### config.mk
export PLATFORM = sky130hd
export DESIGN_NAME = capture_period_speed_meter_core
export DESIGN_NICKNAME = d
export VERILOG_FILES = /design/src/cpsm_pkg.sv /design/src/capture_period_speed_meter_core.sv /design/src/cpsm_ram.sv /design/src/cpsm_div.sv
export SDC_FILE = /design/constraint.sdc
export NUM_CORES = 1
export LEC_CHECK = 0
export BUFFER_PORTS_ARGS = -buffer_cell sky130_fd_sc_hd__buf_2
export CORE_UTILIZATION = 35
export CTS_CLUSTER_DIAMETER = 120
export CTS_CLUSTER_SIZE = 14
export DETAILED_ROUTE_END_ITERATION = 6
export PLACE_DENSITY_LB_ADDON = 0.25
export SYNTH_ARGS = -nofsm -noshare
export SYNTH_HDL_FRONTEND = slang
export SYNTH_SLANG_ARGS = --single-unit
### constraint.sdc
create_clock -name aclk -period 12.7 [get_ports aclk]
set_input_delay 0.635 -clock aclk [delete_from_list [all_inputs] [get_ports aclk]]
set_output_delay 0.635 -clock aclk [all_outputs]
set_load 0.02 [all_outputs]
### src/cpsm_pkg.sv
// ----------------------------------------------------------------------------
// cpsm_pkg
// Shared types and constants for the capture-period speed meter.
// ----------------------------------------------------------------------------
`default_nettype none

package cpsm_pkg;

    localparam int unsigned NUM_CHANNELS_DEF = 5;
    localparam int unsigned TIMER_BITS_DEF   = 16;

    localparam int unsigned CHANNEL_W = 3;
    localparam int unsigned CAPTURE_W = 16;
    localparam int unsigned DATA_W    = 32;
    localparam int unsigned OVF_W     = 8;
    localparam int unsigned CFG_IDX_W = 1;

    // input op codes
    localparam logic OP_OVERFLOW = 1'b0;
    localparam logic OP_CAPTURE  = 1'b1;

    // overflow source select
    localparam logic TIMER_WHEEL  = 1'b0;
    localparam logic TIMER_ENGINE = 1'b1;

    // configuration register indexes
    localparam logic [CFG_IDX_W-1:0] REG_WHEEL_CONST  = 1'd0;
    localparam logic [CFG_IDX_W-1:0] REG_ENGINE_CONST = 1'd1;

    localparam logic [DATA_W-1:0] WHEEL_CONST_RESET  = 32'd467575834;
    localparam logic [DATA_W-1:0] ENGINE_CONST_RESET = 32'd155858611;

    typedef struct packed {
        logic                 op;
        logic                 timer_sel;
        logic [CHANNEL_W-1:0] channel;
        logic [CAPTURE_W-1:0] capture_value;
    } in_item_t;

    typedef struct packed {
        logic [CHANNEL_W-1:0] out_channel;
        logic [DATA_W-1:0]    period_ticks;
        logic [DATA_W-1:0]    speed_q8;
        logic                 zero_period;
    } out_item_t;

endpackage

`default_nettype wire

### src/capture_period_speed_meter_core.sv
// ----------------------------------------------------------------------------
// capture_period_speed_meter_core
// Capture-period speed meter: per-channel capture history in a small RAM,
// overflow-extended period, speed by serial division.
// ----------------------------------------------------------------------------
// Usage:
//   s_* carries events: timer overflows (op = 0) and capture edges (op = 1).
//   An overflow transfer yields no result; it bumps the wheel or engine
//   overflow counter. A capture on a channel beyond the channel count is
//   dropped.
//   A valid capture takes a RAM read (ST_EXEC follows), the divider start,
//   the serial divide, the divider's done flag, then ST_HOLD loads the m_*
//   output register. One capture is in flight at a time: s_ready is low
//   from ST_EXEC until ST_HOLD hands off its result.
//   A zero period skips the divider: ST_EXEC goes straight to ST_HOLD, and
//   the next event can enter once ST_HOLD has loaded the output register.
//   The output register lets the next event enter while a result waits; a
//   stalled receiver stops the block only when a second result is done.
//   Reset (aresetn low, synchronous) clears the overflow counters, the entry
//   valid bits (so all channel entries read as zero) and loads the default
//   speed constants. cfg_* writes take effect at once, no handshake.
// ----------------------------------------------------------------------------
`default_nettype none

module capture_period_speed_meter_core #(
    parameter int unsigned NUM_CHANNELS = cpsm_pkg::NUM_CHANNELS_DEF,
    parameter int unsigned TIMER_BITS   = cpsm_pkg::TIMER_BITS_DEF
) (
    input  wire logic                           aclk,
    input  wire logic                           aresetn,
    // event input
    input  wire logic                           s_valid,
    output logic                                s_ready,
    input  wire cpsm_pkg::in_item_t             s_data,
    // result output
    output logic                                m_valid,
    input  wire logic                           m_ready,
    output cpsm_pkg::out_item_t                 m_data,
    // configuration
    input  wire logic                           cfg_we,
    input  wire logic [cpsm_pkg::CFG_IDX_W-1:0] cfg_index,
    input  wire logic [cpsm_pkg::DATA_W-1:0]    cfg_wdata
);

    localparam int unsigned CH_W    = $clog2(NUM_CHANNELS);
    localparam int unsigned OVF_W   = cpsm_pkg::OVF_W;
    localparam int unsigned DW      = cpsm_pkg::DATA_W;
    // entry layout: {phase, latched, base, last, prev}
    localparam int unsigned ENTRY_W = 2 * TIMER_BITS + 2 * OVF_W + 1;
    localparam logic [CH_W-1:0] LAST_CH = CH_W'(NUM_CHANNELS - 1);

    typedef enum logic [1:0] {
        ST_IDLE,
        ST_EXEC,
        ST_DIV,
        ST_HOLD
    } state_t;

    typedef struct packed {
        logic                  phase;
        logic [OVF_W-1:0]      latched;
        logic [OVF_W-1:0]      base;
        logic [TIMER_BITS-1:0] last;
        logic [TIMER_BITS-1:0] prev;
    } entry_t;

    state_t                          state_reg, state_next;
    logic [DW-1:0]                   wheel_const_reg, engine_const_reg;
    logic [OVF_W-1:0]                wheel_ovf_reg, engine_ovf_reg;
    logic [NUM_CHANNELS-1:0]         valid_reg, valid_next;
    logic [cpsm_pkg::CHANNEL_W-1:0]  chan_reg, chan_next;
    logic [TIMER_BITS-1:0]           cap_reg, cap_next;
    logic [DW-1:0]                   ticks_reg, ticks_next;
    logic                            zero_reg, zero_next;
    logic                            m_valid_reg, m_valid_next;
    cpsm_pkg::out_item_t             m_data_reg, m_data_next;

    logic [CH_W-1:0]                 idx;
    logic [CH_W-1:0]                 in_idx;
    logic                            in_range;
    logic                            accept;
    logic [ENTRY_W-1:0]              rd_word;
    entry_t                          cur;
    entry_t                          upd;
    logic                            ram_we;
    logic [OVF_W-1:0]                global_ovf;
    logic [OVF_W-1:0]                count_now;
    logic [63:0]                     lat_shift;
    logic [DW-1:0]                   ticks;
    logic [DW-1:0]                   konst;
    logic                            div_start;
    logic                            div_busy;
    logic                            div_done;
    logic [DW-1:0]                   div_quo;

    assign idx      = CH_W'(chan_reg);
    assign in_idx   = CH_W'(s_data.channel);
    assign in_range = 32'(s_data.channel) < 32'(NUM_CHANNELS);
    assign s_ready  = (state_reg == ST_IDLE);
    assign accept   = s_valid && s_ready;

    // Per-channel capture history. Read address follows the input so the
    // entry arrives in ST_EXEC; written back in the same ST_EXEC cycle.
    cpsm_ram #(
        .WIDTH (ENTRY_W),
        .DEPTH (NUM_CHANNELS)
    ) u_ram (
        .aclk  (aclk),
        .we    (ram_we),
        .waddr (idx),
        .wdata (upd),
        .raddr (in_idx),
        .rdata (rd_word)
    );

    cpsm_div u_div (
        .aclk     (aclk),
        .aresetn  (aresetn),
        .start    (div_start),
        .dividend (konst),
        .divisor  (ticks_reg),
        .busy     (div_busy),
        .done     (div_done),
        .quotient (div_quo)
    );

    // Read-modify-write of one channel entry. Overflow counts are kept as a
    // free-running counter per timer plus a per-channel base:
    // count = global - base (mod 256). Clearing the count = base <= global.
    always_comb begin
        cur        = valid_reg[idx] ? entry_t'(rd_word) : '0;
        global_ovf = (idx == LAST_CH) ? engine_ovf_reg : wheel_ovf_reg;
        count_now  = global_ovf - cur.base;
        upd        = cur;
        if (!cur.phase) begin
            upd.base  = global_ovf;   // first edge clears the count
            upd.phase = 1'b1;
        end else begin
            upd.latched = count_now;  // a capture in phase 1 latches it
            upd.phase   = 1'b0;
        end
        upd.prev  = cur.last;
        upd.last  = cap_reg;
        lat_shift = 64'(upd.latched) << TIMER_BITS;
        ticks     = 32'(upd.last) - 32'(upd.prev) + lat_shift[31:0];
        konst     = (idx == LAST_CH) ? engine_const_reg : wheel_const_reg;
    end

    // Sequencer
    always_comb begin
        state_next   = state_reg;
        valid_next   = valid_reg;
        chan_next    = chan_reg;
        cap_next     = cap_reg;
        ticks_next   = ticks_reg;
        zero_next    = zero_reg;
        m_valid_next = m_valid_reg;
        m_data_next  = m_data_reg;
        ram_we       = 1'b0;
        div_start    = 1'b0;

        if (m_valid_reg && m_ready) begin
            m_valid_next = 1'b0;
        end

        case (state_reg)
            ST_IDLE: begin
                if (accept && s_data.op == cpsm_pkg::OP_CAPTURE && in_range) begin
                    chan_next  = s_data.channel;
                    cap_next   = TIMER_BITS'(s_data.capture_value);
                    state_next = ST_EXEC;
                end
            end
            ST_EXEC: begin
                ram_we          = 1'b1;
                valid_next[idx] = 1'b1;
                ticks_next      = ticks;
                zero_next       = (ticks == '0);
                if (ticks == '0) begin
                    state_next = ST_HOLD;
                end else begin
                    state_next = ST_DIV;
                end
            end
            ST_DIV: begin
                if (div_done) begin
                    state_next = ST_HOLD;
                end
            end
            ST_HOLD: begin
                if (!m_valid_reg || m_ready) begin
                    m_valid_next             = 1'b1;
                    m_data_next.out_channel  = chan_reg;
                    m_data_next.period_ticks = ticks_reg;
                    m_data_next.speed_q8     = zero_reg ? '1 : div_quo;
                    m_data_next.zero_period  = zero_reg;
                    state_next               = ST_IDLE;
                end
            end
            default: begin
                state_next = ST_IDLE;
            end
        endcase

        // divider starts the cycle after ST_EXEC, once ticks_reg is loaded
        if (state_reg == ST_DIV && !div_busy && !div_done && !zero_reg) begin
            div_start = 1'b1;
        end
    end

    always_ff @(posedge aclk) begin
        if (!aresetn) begin
            state_reg        <= ST_IDLE;
            valid_reg        <= '0;
            m_valid_reg      <= 1'b0;
            wheel_ovf_reg    <= '0;
            engine_ovf_reg   <= '0;
            wheel_const_reg  <= cpsm_pkg::WHEEL_CONST_RESET;
            engine_const_reg <= cpsm_pkg::ENGINE_CONST_RESET;
        end else begin
            state_reg   <= state_next;
            valid_reg   <= valid_next;
            m_valid_reg <= m_valid_next;
            if (accept && s_data.op == cpsm_pkg::OP_OVERFLOW) begin
                if (s_data.timer_sel == cpsm_pkg::TIMER_ENGINE) begin
                    engine_ovf_reg <= engine_ovf_reg + 1'b1;
                end else begin
                    wheel_ovf_reg <= wheel_ovf_reg + 1'b1;
                end
            end
            if (cfg_we) begin
                case (cfg_index)
                    cpsm_pkg::REG_WHEEL_CONST: begin
                        wheel_const_reg <= cfg_wdata;
                    end
                    cpsm_pkg::REG_ENGINE_CONST: begin
                        engine_const_reg <= cfg_wdata;
                    end
                    default: begin
                    end
                endcase
            end
        end
        chan_reg   <= chan_next;
        cap_reg    <= cap_next;
        ticks_reg  <= ticks_next;
        zero_reg   <= zero_next;
        m_data_reg <= m_data_next;
    end

    assign m_valid = m_valid_reg;
    assign m_data  = m_data_reg;

    // ------------------------------------------------------------------
    // Assertions
    // ------------------------------------------------------------------
    a_zero_saturates: assert property (@(posedge aclk) disable iff (!aresetn)
        m_valid && m_data.zero_period |-> m_data.speed_q8 == '1)
        else $error("zero period without saturated speed");

    a_nonzero_period: assert property (@(posedge aclk) disable iff (!aresetn)
        m_valid && !m_data.zero_period |-> m_data.period_ticks != '0)
        else $error("nonzero flag with zero period");

    a_result_from_hold: assert property (@(posedge aclk) disable iff (!aresetn)
        $rose(m_valid) |-> $past(state_reg == ST_HOLD))
        else $error("result loaded outside hold state");

    a_capture_reads: assert property (@(posedge aclk) disable iff (!aresetn)
        s_valid && s_ready && s_data.op == cpsm_pkg::OP_CAPTURE && in_range
        |=> state_reg == ST_EXEC)
        else $error("capture not followed by entry update");

endmodule

`default_nettype wire

### src/cpsm_ram.sv
// ----------------------------------------------------------------------------
// cpsm_ram
// Generic simple dual-port RAM, one write port, one registered read port.
// ----------------------------------------------------------------------------
`default_nettype none

module cpsm_ram #(
    parameter int unsigned WIDTH = 8,
    parameter int unsigned DEPTH = 4
) (
    input  wire logic                     aclk,
    input  wire logic                     we,
    input  wire logic [$clog2(DEPTH)-1:0] waddr,
    input  wire logic [WIDTH-1:0]         wdata,
    input  wire logic [$clog2(DEPTH)-1:0] raddr,
    output logic      [WIDTH-1:0]         rdata
);

    logic [WIDTH-1:0] mem [DEPTH];

    always_ff @(posedge aclk) begin
        if (we) begin
            mem[waddr] <= wdata;
        end
        rdata <= mem[raddr];
    end

endmodule

`default_nettype wire

### src/cpsm_div.sv
// ----------------------------------------------------------------------------
// cpsm_div
// Radix-2 restoring divider, one quotient bit per cycle.
// ----------------------------------------------------------------------------
`default_nettype none

module cpsm_div (
    input  wire logic                        aclk,
    input  wire logic                        aresetn,
    input  wire logic                        start,
    input  wire logic [cpsm_pkg::DATA_W-1:0] dividend,
    input  wire logic [cpsm_pkg::DATA_W-1:0] divisor,
    output logic                             busy,
    output logic                             done,
    output logic      [cpsm_pkg::DATA_W-1:0] quotient
);

    localparam int unsigned W     = cpsm_pkg::DATA_W;
    localparam int unsigned CNT_W = $clog2(W + 1);

    logic [W-1:0]     rem_reg, rem_next;
    logic [W-1:0]     quo_reg, quo_next;
    logic [W-1:0]     den_reg;
    logic [CNT_W-1:0] cnt_reg, cnt_next;
    logic             busy_reg, busy_next;
    logic             done_reg, done_next;
    logic [W:0]       shifted;
    logic [W:0]       diff;

    always_comb begin
        shifted   = {rem_reg, quo_reg[W-1]};
        diff      = shifted - {1'b0, den_reg};
        rem_next  = rem_reg;
        quo_next  = quo_reg;
        cnt_next  = cnt_reg;
        busy_next = busy_reg;
        done_next = 1'b0;
        if (start) begin
            rem_next  = '0;
            quo_next  = dividend;
            cnt_next  = '0;
            busy_next = 1'b1;
        end else if (busy_reg) begin
            if (!diff[W]) begin
                rem_next = diff[W-1:0];
                quo_next = {quo_reg[W-2:0], 1'b1};
            end else begin
                rem_next = shifted[W-1:0];
                quo_next = {quo_reg[W-2:0], 1'b0};
            end
            cnt_next = cnt_reg + 1'b1;
            if (cnt_reg == CNT_W'(W - 1)) begin
                busy_next = 1'b0;
                done_next = 1'b1;
            end
        end
    end

    always_ff @(posedge aclk) begin
        if (!aresetn) begin
            busy_reg <= 1'b0;
            done_reg <= 1'b0;
            cnt_reg  <= '0;
        end else begin
            busy_reg <= busy_next;
            done_reg <= done_next;
            cnt_reg  <= cnt_next;
        end
        rem_reg <= rem_next;
        quo_reg <= quo_next;
        if (start) begin
            den_reg <= divisor;
        end
    end

    assign busy     = busy_reg;
    assign done     = done_reg;
    assign quotient = quo_reg;

endmodule

`default_nettype wire
==> qor.txt <==
clk sinks: 492
worst skew pair latency: 0.56 ns
pin count of the biggest net entering global routing: 93
setup tns final: 0 ns
total number of vias: 13.3k
vias in the first global route: 13.5k
Starting Density: 0.355
number of antenna-violating nets in the routed design: 0
Syn-to-layout area delta: 12.7%
Hold Path Depth: 1
CP Class: register to register
GRT Overall Usage: 0.152
total congestion overflow: 0
Net count, final: 1981
slew at the pin with the worst max-slew slack: 1.09 ns
Yosys reg bits: 492
core footprint: 60500 sq um
Final Cell Area: 24200 sq um
Hold Path End: cap_reg[15]
initial antenna violation count: 3
FF/Latch Area: 13200 sq um
crit path max-delay cell type: o32ai_2
RSZ-0062 raised after global routing: false
Non-Filler Instances: 2664
max-slew violation count: 0
Syn Inst Count: 1738
Post-DP Area: 23000 sq um
fillcell total: 5608
crit path time final: 6.43 ns
Site Rows: 90
layout cells sized above 1: 0.178
Crit path largest cell delay: 0.88 ns
cell family with most CP delay: compound AO/OA/AOI/OAI gates
CTS tree: yes
die height: 250 microns
hold_buf cts: 0
clk slew on worst S/H paths: 0.07 ns
hold crit path type: primary input to register
Die Area: 62400 sq um
worst path arrival time: 6.81 ns
PwrDens: 154 nW/um^2
hpwl dp: 30.6 mm
Horiz. Die Dim: 250 microns
Leakage: 8.84 nW
IO buf count: 128
clock buffer depth: 3
WL final: 46.8 mm
max_slew headroom: 0.266
pre-CTS setup slack: 6.20 ns
max reg flops: 165
worst-path fanout max: 25
Placer Congestion: 0.829
Synth Flop Type: edfxtp_1
worst r2r src: chan_reg[1]
Post-synth EDFFs: 331
clock root buffer: clkbuf_16
Hold Vio Cnt, Final: 0
R2R setup slack: 6.27 ns
Critical Path RT: 13.08 ns
Iter 0 DRT Violations: 708
fmax: 156 MHz
Worst Hold Launch: s_data[15]
synthesized area: 21500 sq um
worst path bufs/invs: 2
MaxCap Viol Count: 0
startpoint types: register
Peak supply drop: 0.0833 mV
Initial DRT Pass Iterations: 4
Setup Skew: 0.0320 ns
total CTS buffers: 41
outcome: complete, no violations
Final setup violation count: 0
ys async rst share: 0
area occupied by multi-input gates: 7840 sq um
synth warn: 0
syn_nets: 1872
final worst slack: 6.27 ns
Avg Cell Area, Syn: 12.4 sq um
H-Tree Depth: 2
wire per inst: 17.6 microns
vias per inst: 4.98
final period utilization: 0.506
io pins: 129
distinct cell type count after synthesis: 73
setup bufs post-CTS: 0
sequential area share after synthesis: 0.613
number of placed cells counting well taps: 2586
Reg2Reg Depth: 25
number of remaining DRC errors: 0
first-pass GRT wire length: 75.0 mm
Reg-to-Reg End: zero_reg
cts repair resizes: 0
CP endpoint kind: register
==> layout make-up <==
cell class | instances | area share
sequential | 492 | 0.544
timing repair buffer | 149 | 0.0330
clock buffer | 74 | 0.0493
antenna | 2 | 0.000207
tap | 782 | 0.0404
clock inverter | 2 | 0.00103
multi-input combinational | 1108 | 0.324
inverter | 55 | 0.00853
==> routing by layer <==
layer / part of all wire / vias to the layer above / global-route usage / wire (microns)
met5: 0.00023 / - / 0 / 11
met4: 0.015 / 2 / 0.0372 / 713
met3: 0.033 / 53 / 0.0245 / 1550
met2: 0.49 / 170 / 0.261 / 23200
met1: 0.46 / 6528 / 0.200 / 21400
li1: - / 6522 / - / -
==> synth_stat cells, types with 8 or more instances <==
cell | number | area [sq um]
edfxtp_1 | 331 | 9940
nand2_1 | 222 | 833
dfxtp_1 | 161 | 3220
nor2_1 | 117 | 439
a21oi_1 | 97 | 485
ha_1 | 71 | 888
o21ai_0 | 71 | 355
clkbuf_1 | 66 | 248
inv_1 | 55 | 206
mux2i_1 | 48 | 480
mux2_2 | 47 | 529
nand3_1 | 45 | 225
a21boi_0 | 39 | 293
xnor2_1 | 37 | 324
or2_2 | 35 | 219
mux4_2 | 33 | 743
xor2_1 | 26 | 228
and2_1 | 21 | 131
o21a_1 | 18 | 135
a21o_1 | 15 | 113
nor2b_1 | 14 | 87.6
nand2b_1 | 12 | 75.1
nor3_1 | 12 | 60.1
nand4_1 | 11 | 68.8
a211oi_1 | 8 | 60.1
a22o_1 | 8 | 70.1
a32oi_1 | 8 | 70.1
nor4_1 | 8 | 50.1
o211ai_1 | 8 | 60.1
==> metrics by stage <==
stage / power, mW / utilization / hold WS (ns)
6_report: 3.72 / 0.400 / 0.252
5_1_grt: 3.93 / 0.400 / 0.217
4_1_cts: 3.77 / 0.400 / 0.216
3_5_place_dp: 2.56 / 0.380 / 0.455
3_3_place_gp: 2.54 / 0.380 / 0.442
2_1_floorplan: 2.40 / - / 0.421
==> power by group <==
part | internal, mW | total, mW | switching [mW]
logic | 0.279 | 0.663 | 0.384
registers | 1.79 | 1.86 | 0.0622
clock network | 0.637 | 1.20 | 0.563
total | 2.71 | 3.72 | 1.01
==> layout by cell type (no fill, tap or decap), types with 45 or more instances in the layout <==
cell / instances
a21oi_1: 97
buf_2: 128
dfxtp_1: 161
edfxtp_1: 331
ha_1: 71
inv_1: 55
mux2_2: 47
mux2i_1: 48
nand2_1: 222
nand3_1: 45
nor2_1: 115
o21ai_0: 71
==> worst max path at each step <==
stage,cells after the start,from,to
global route,23,chan_reg[1],zero_reg
global placement,24,chan_reg[1],state_reg[0]
detailed placement,23,chan_reg[1],zero_reg
CTS,25,chan_reg[1],zero_reg
finish,25,chan_reg[1],zero_reg
floorplan,22,chan_reg[2],zero_reg
==> kinds of logic (layout without fill, tap and decap cells) <==
family,after synthesis,count (layout),synth area share
flops,492,492,0.613
compound gates,309,309,0.0928
xor+xnor,63,63,0.0257
buf+inv,138,280,0.0266
mux,128,128,0.0816
other cells,0,2,0
fa+ha+maj,75,75,0.0451
simple gates,533,533,0.116
Power figures use the tool's default switching activity.
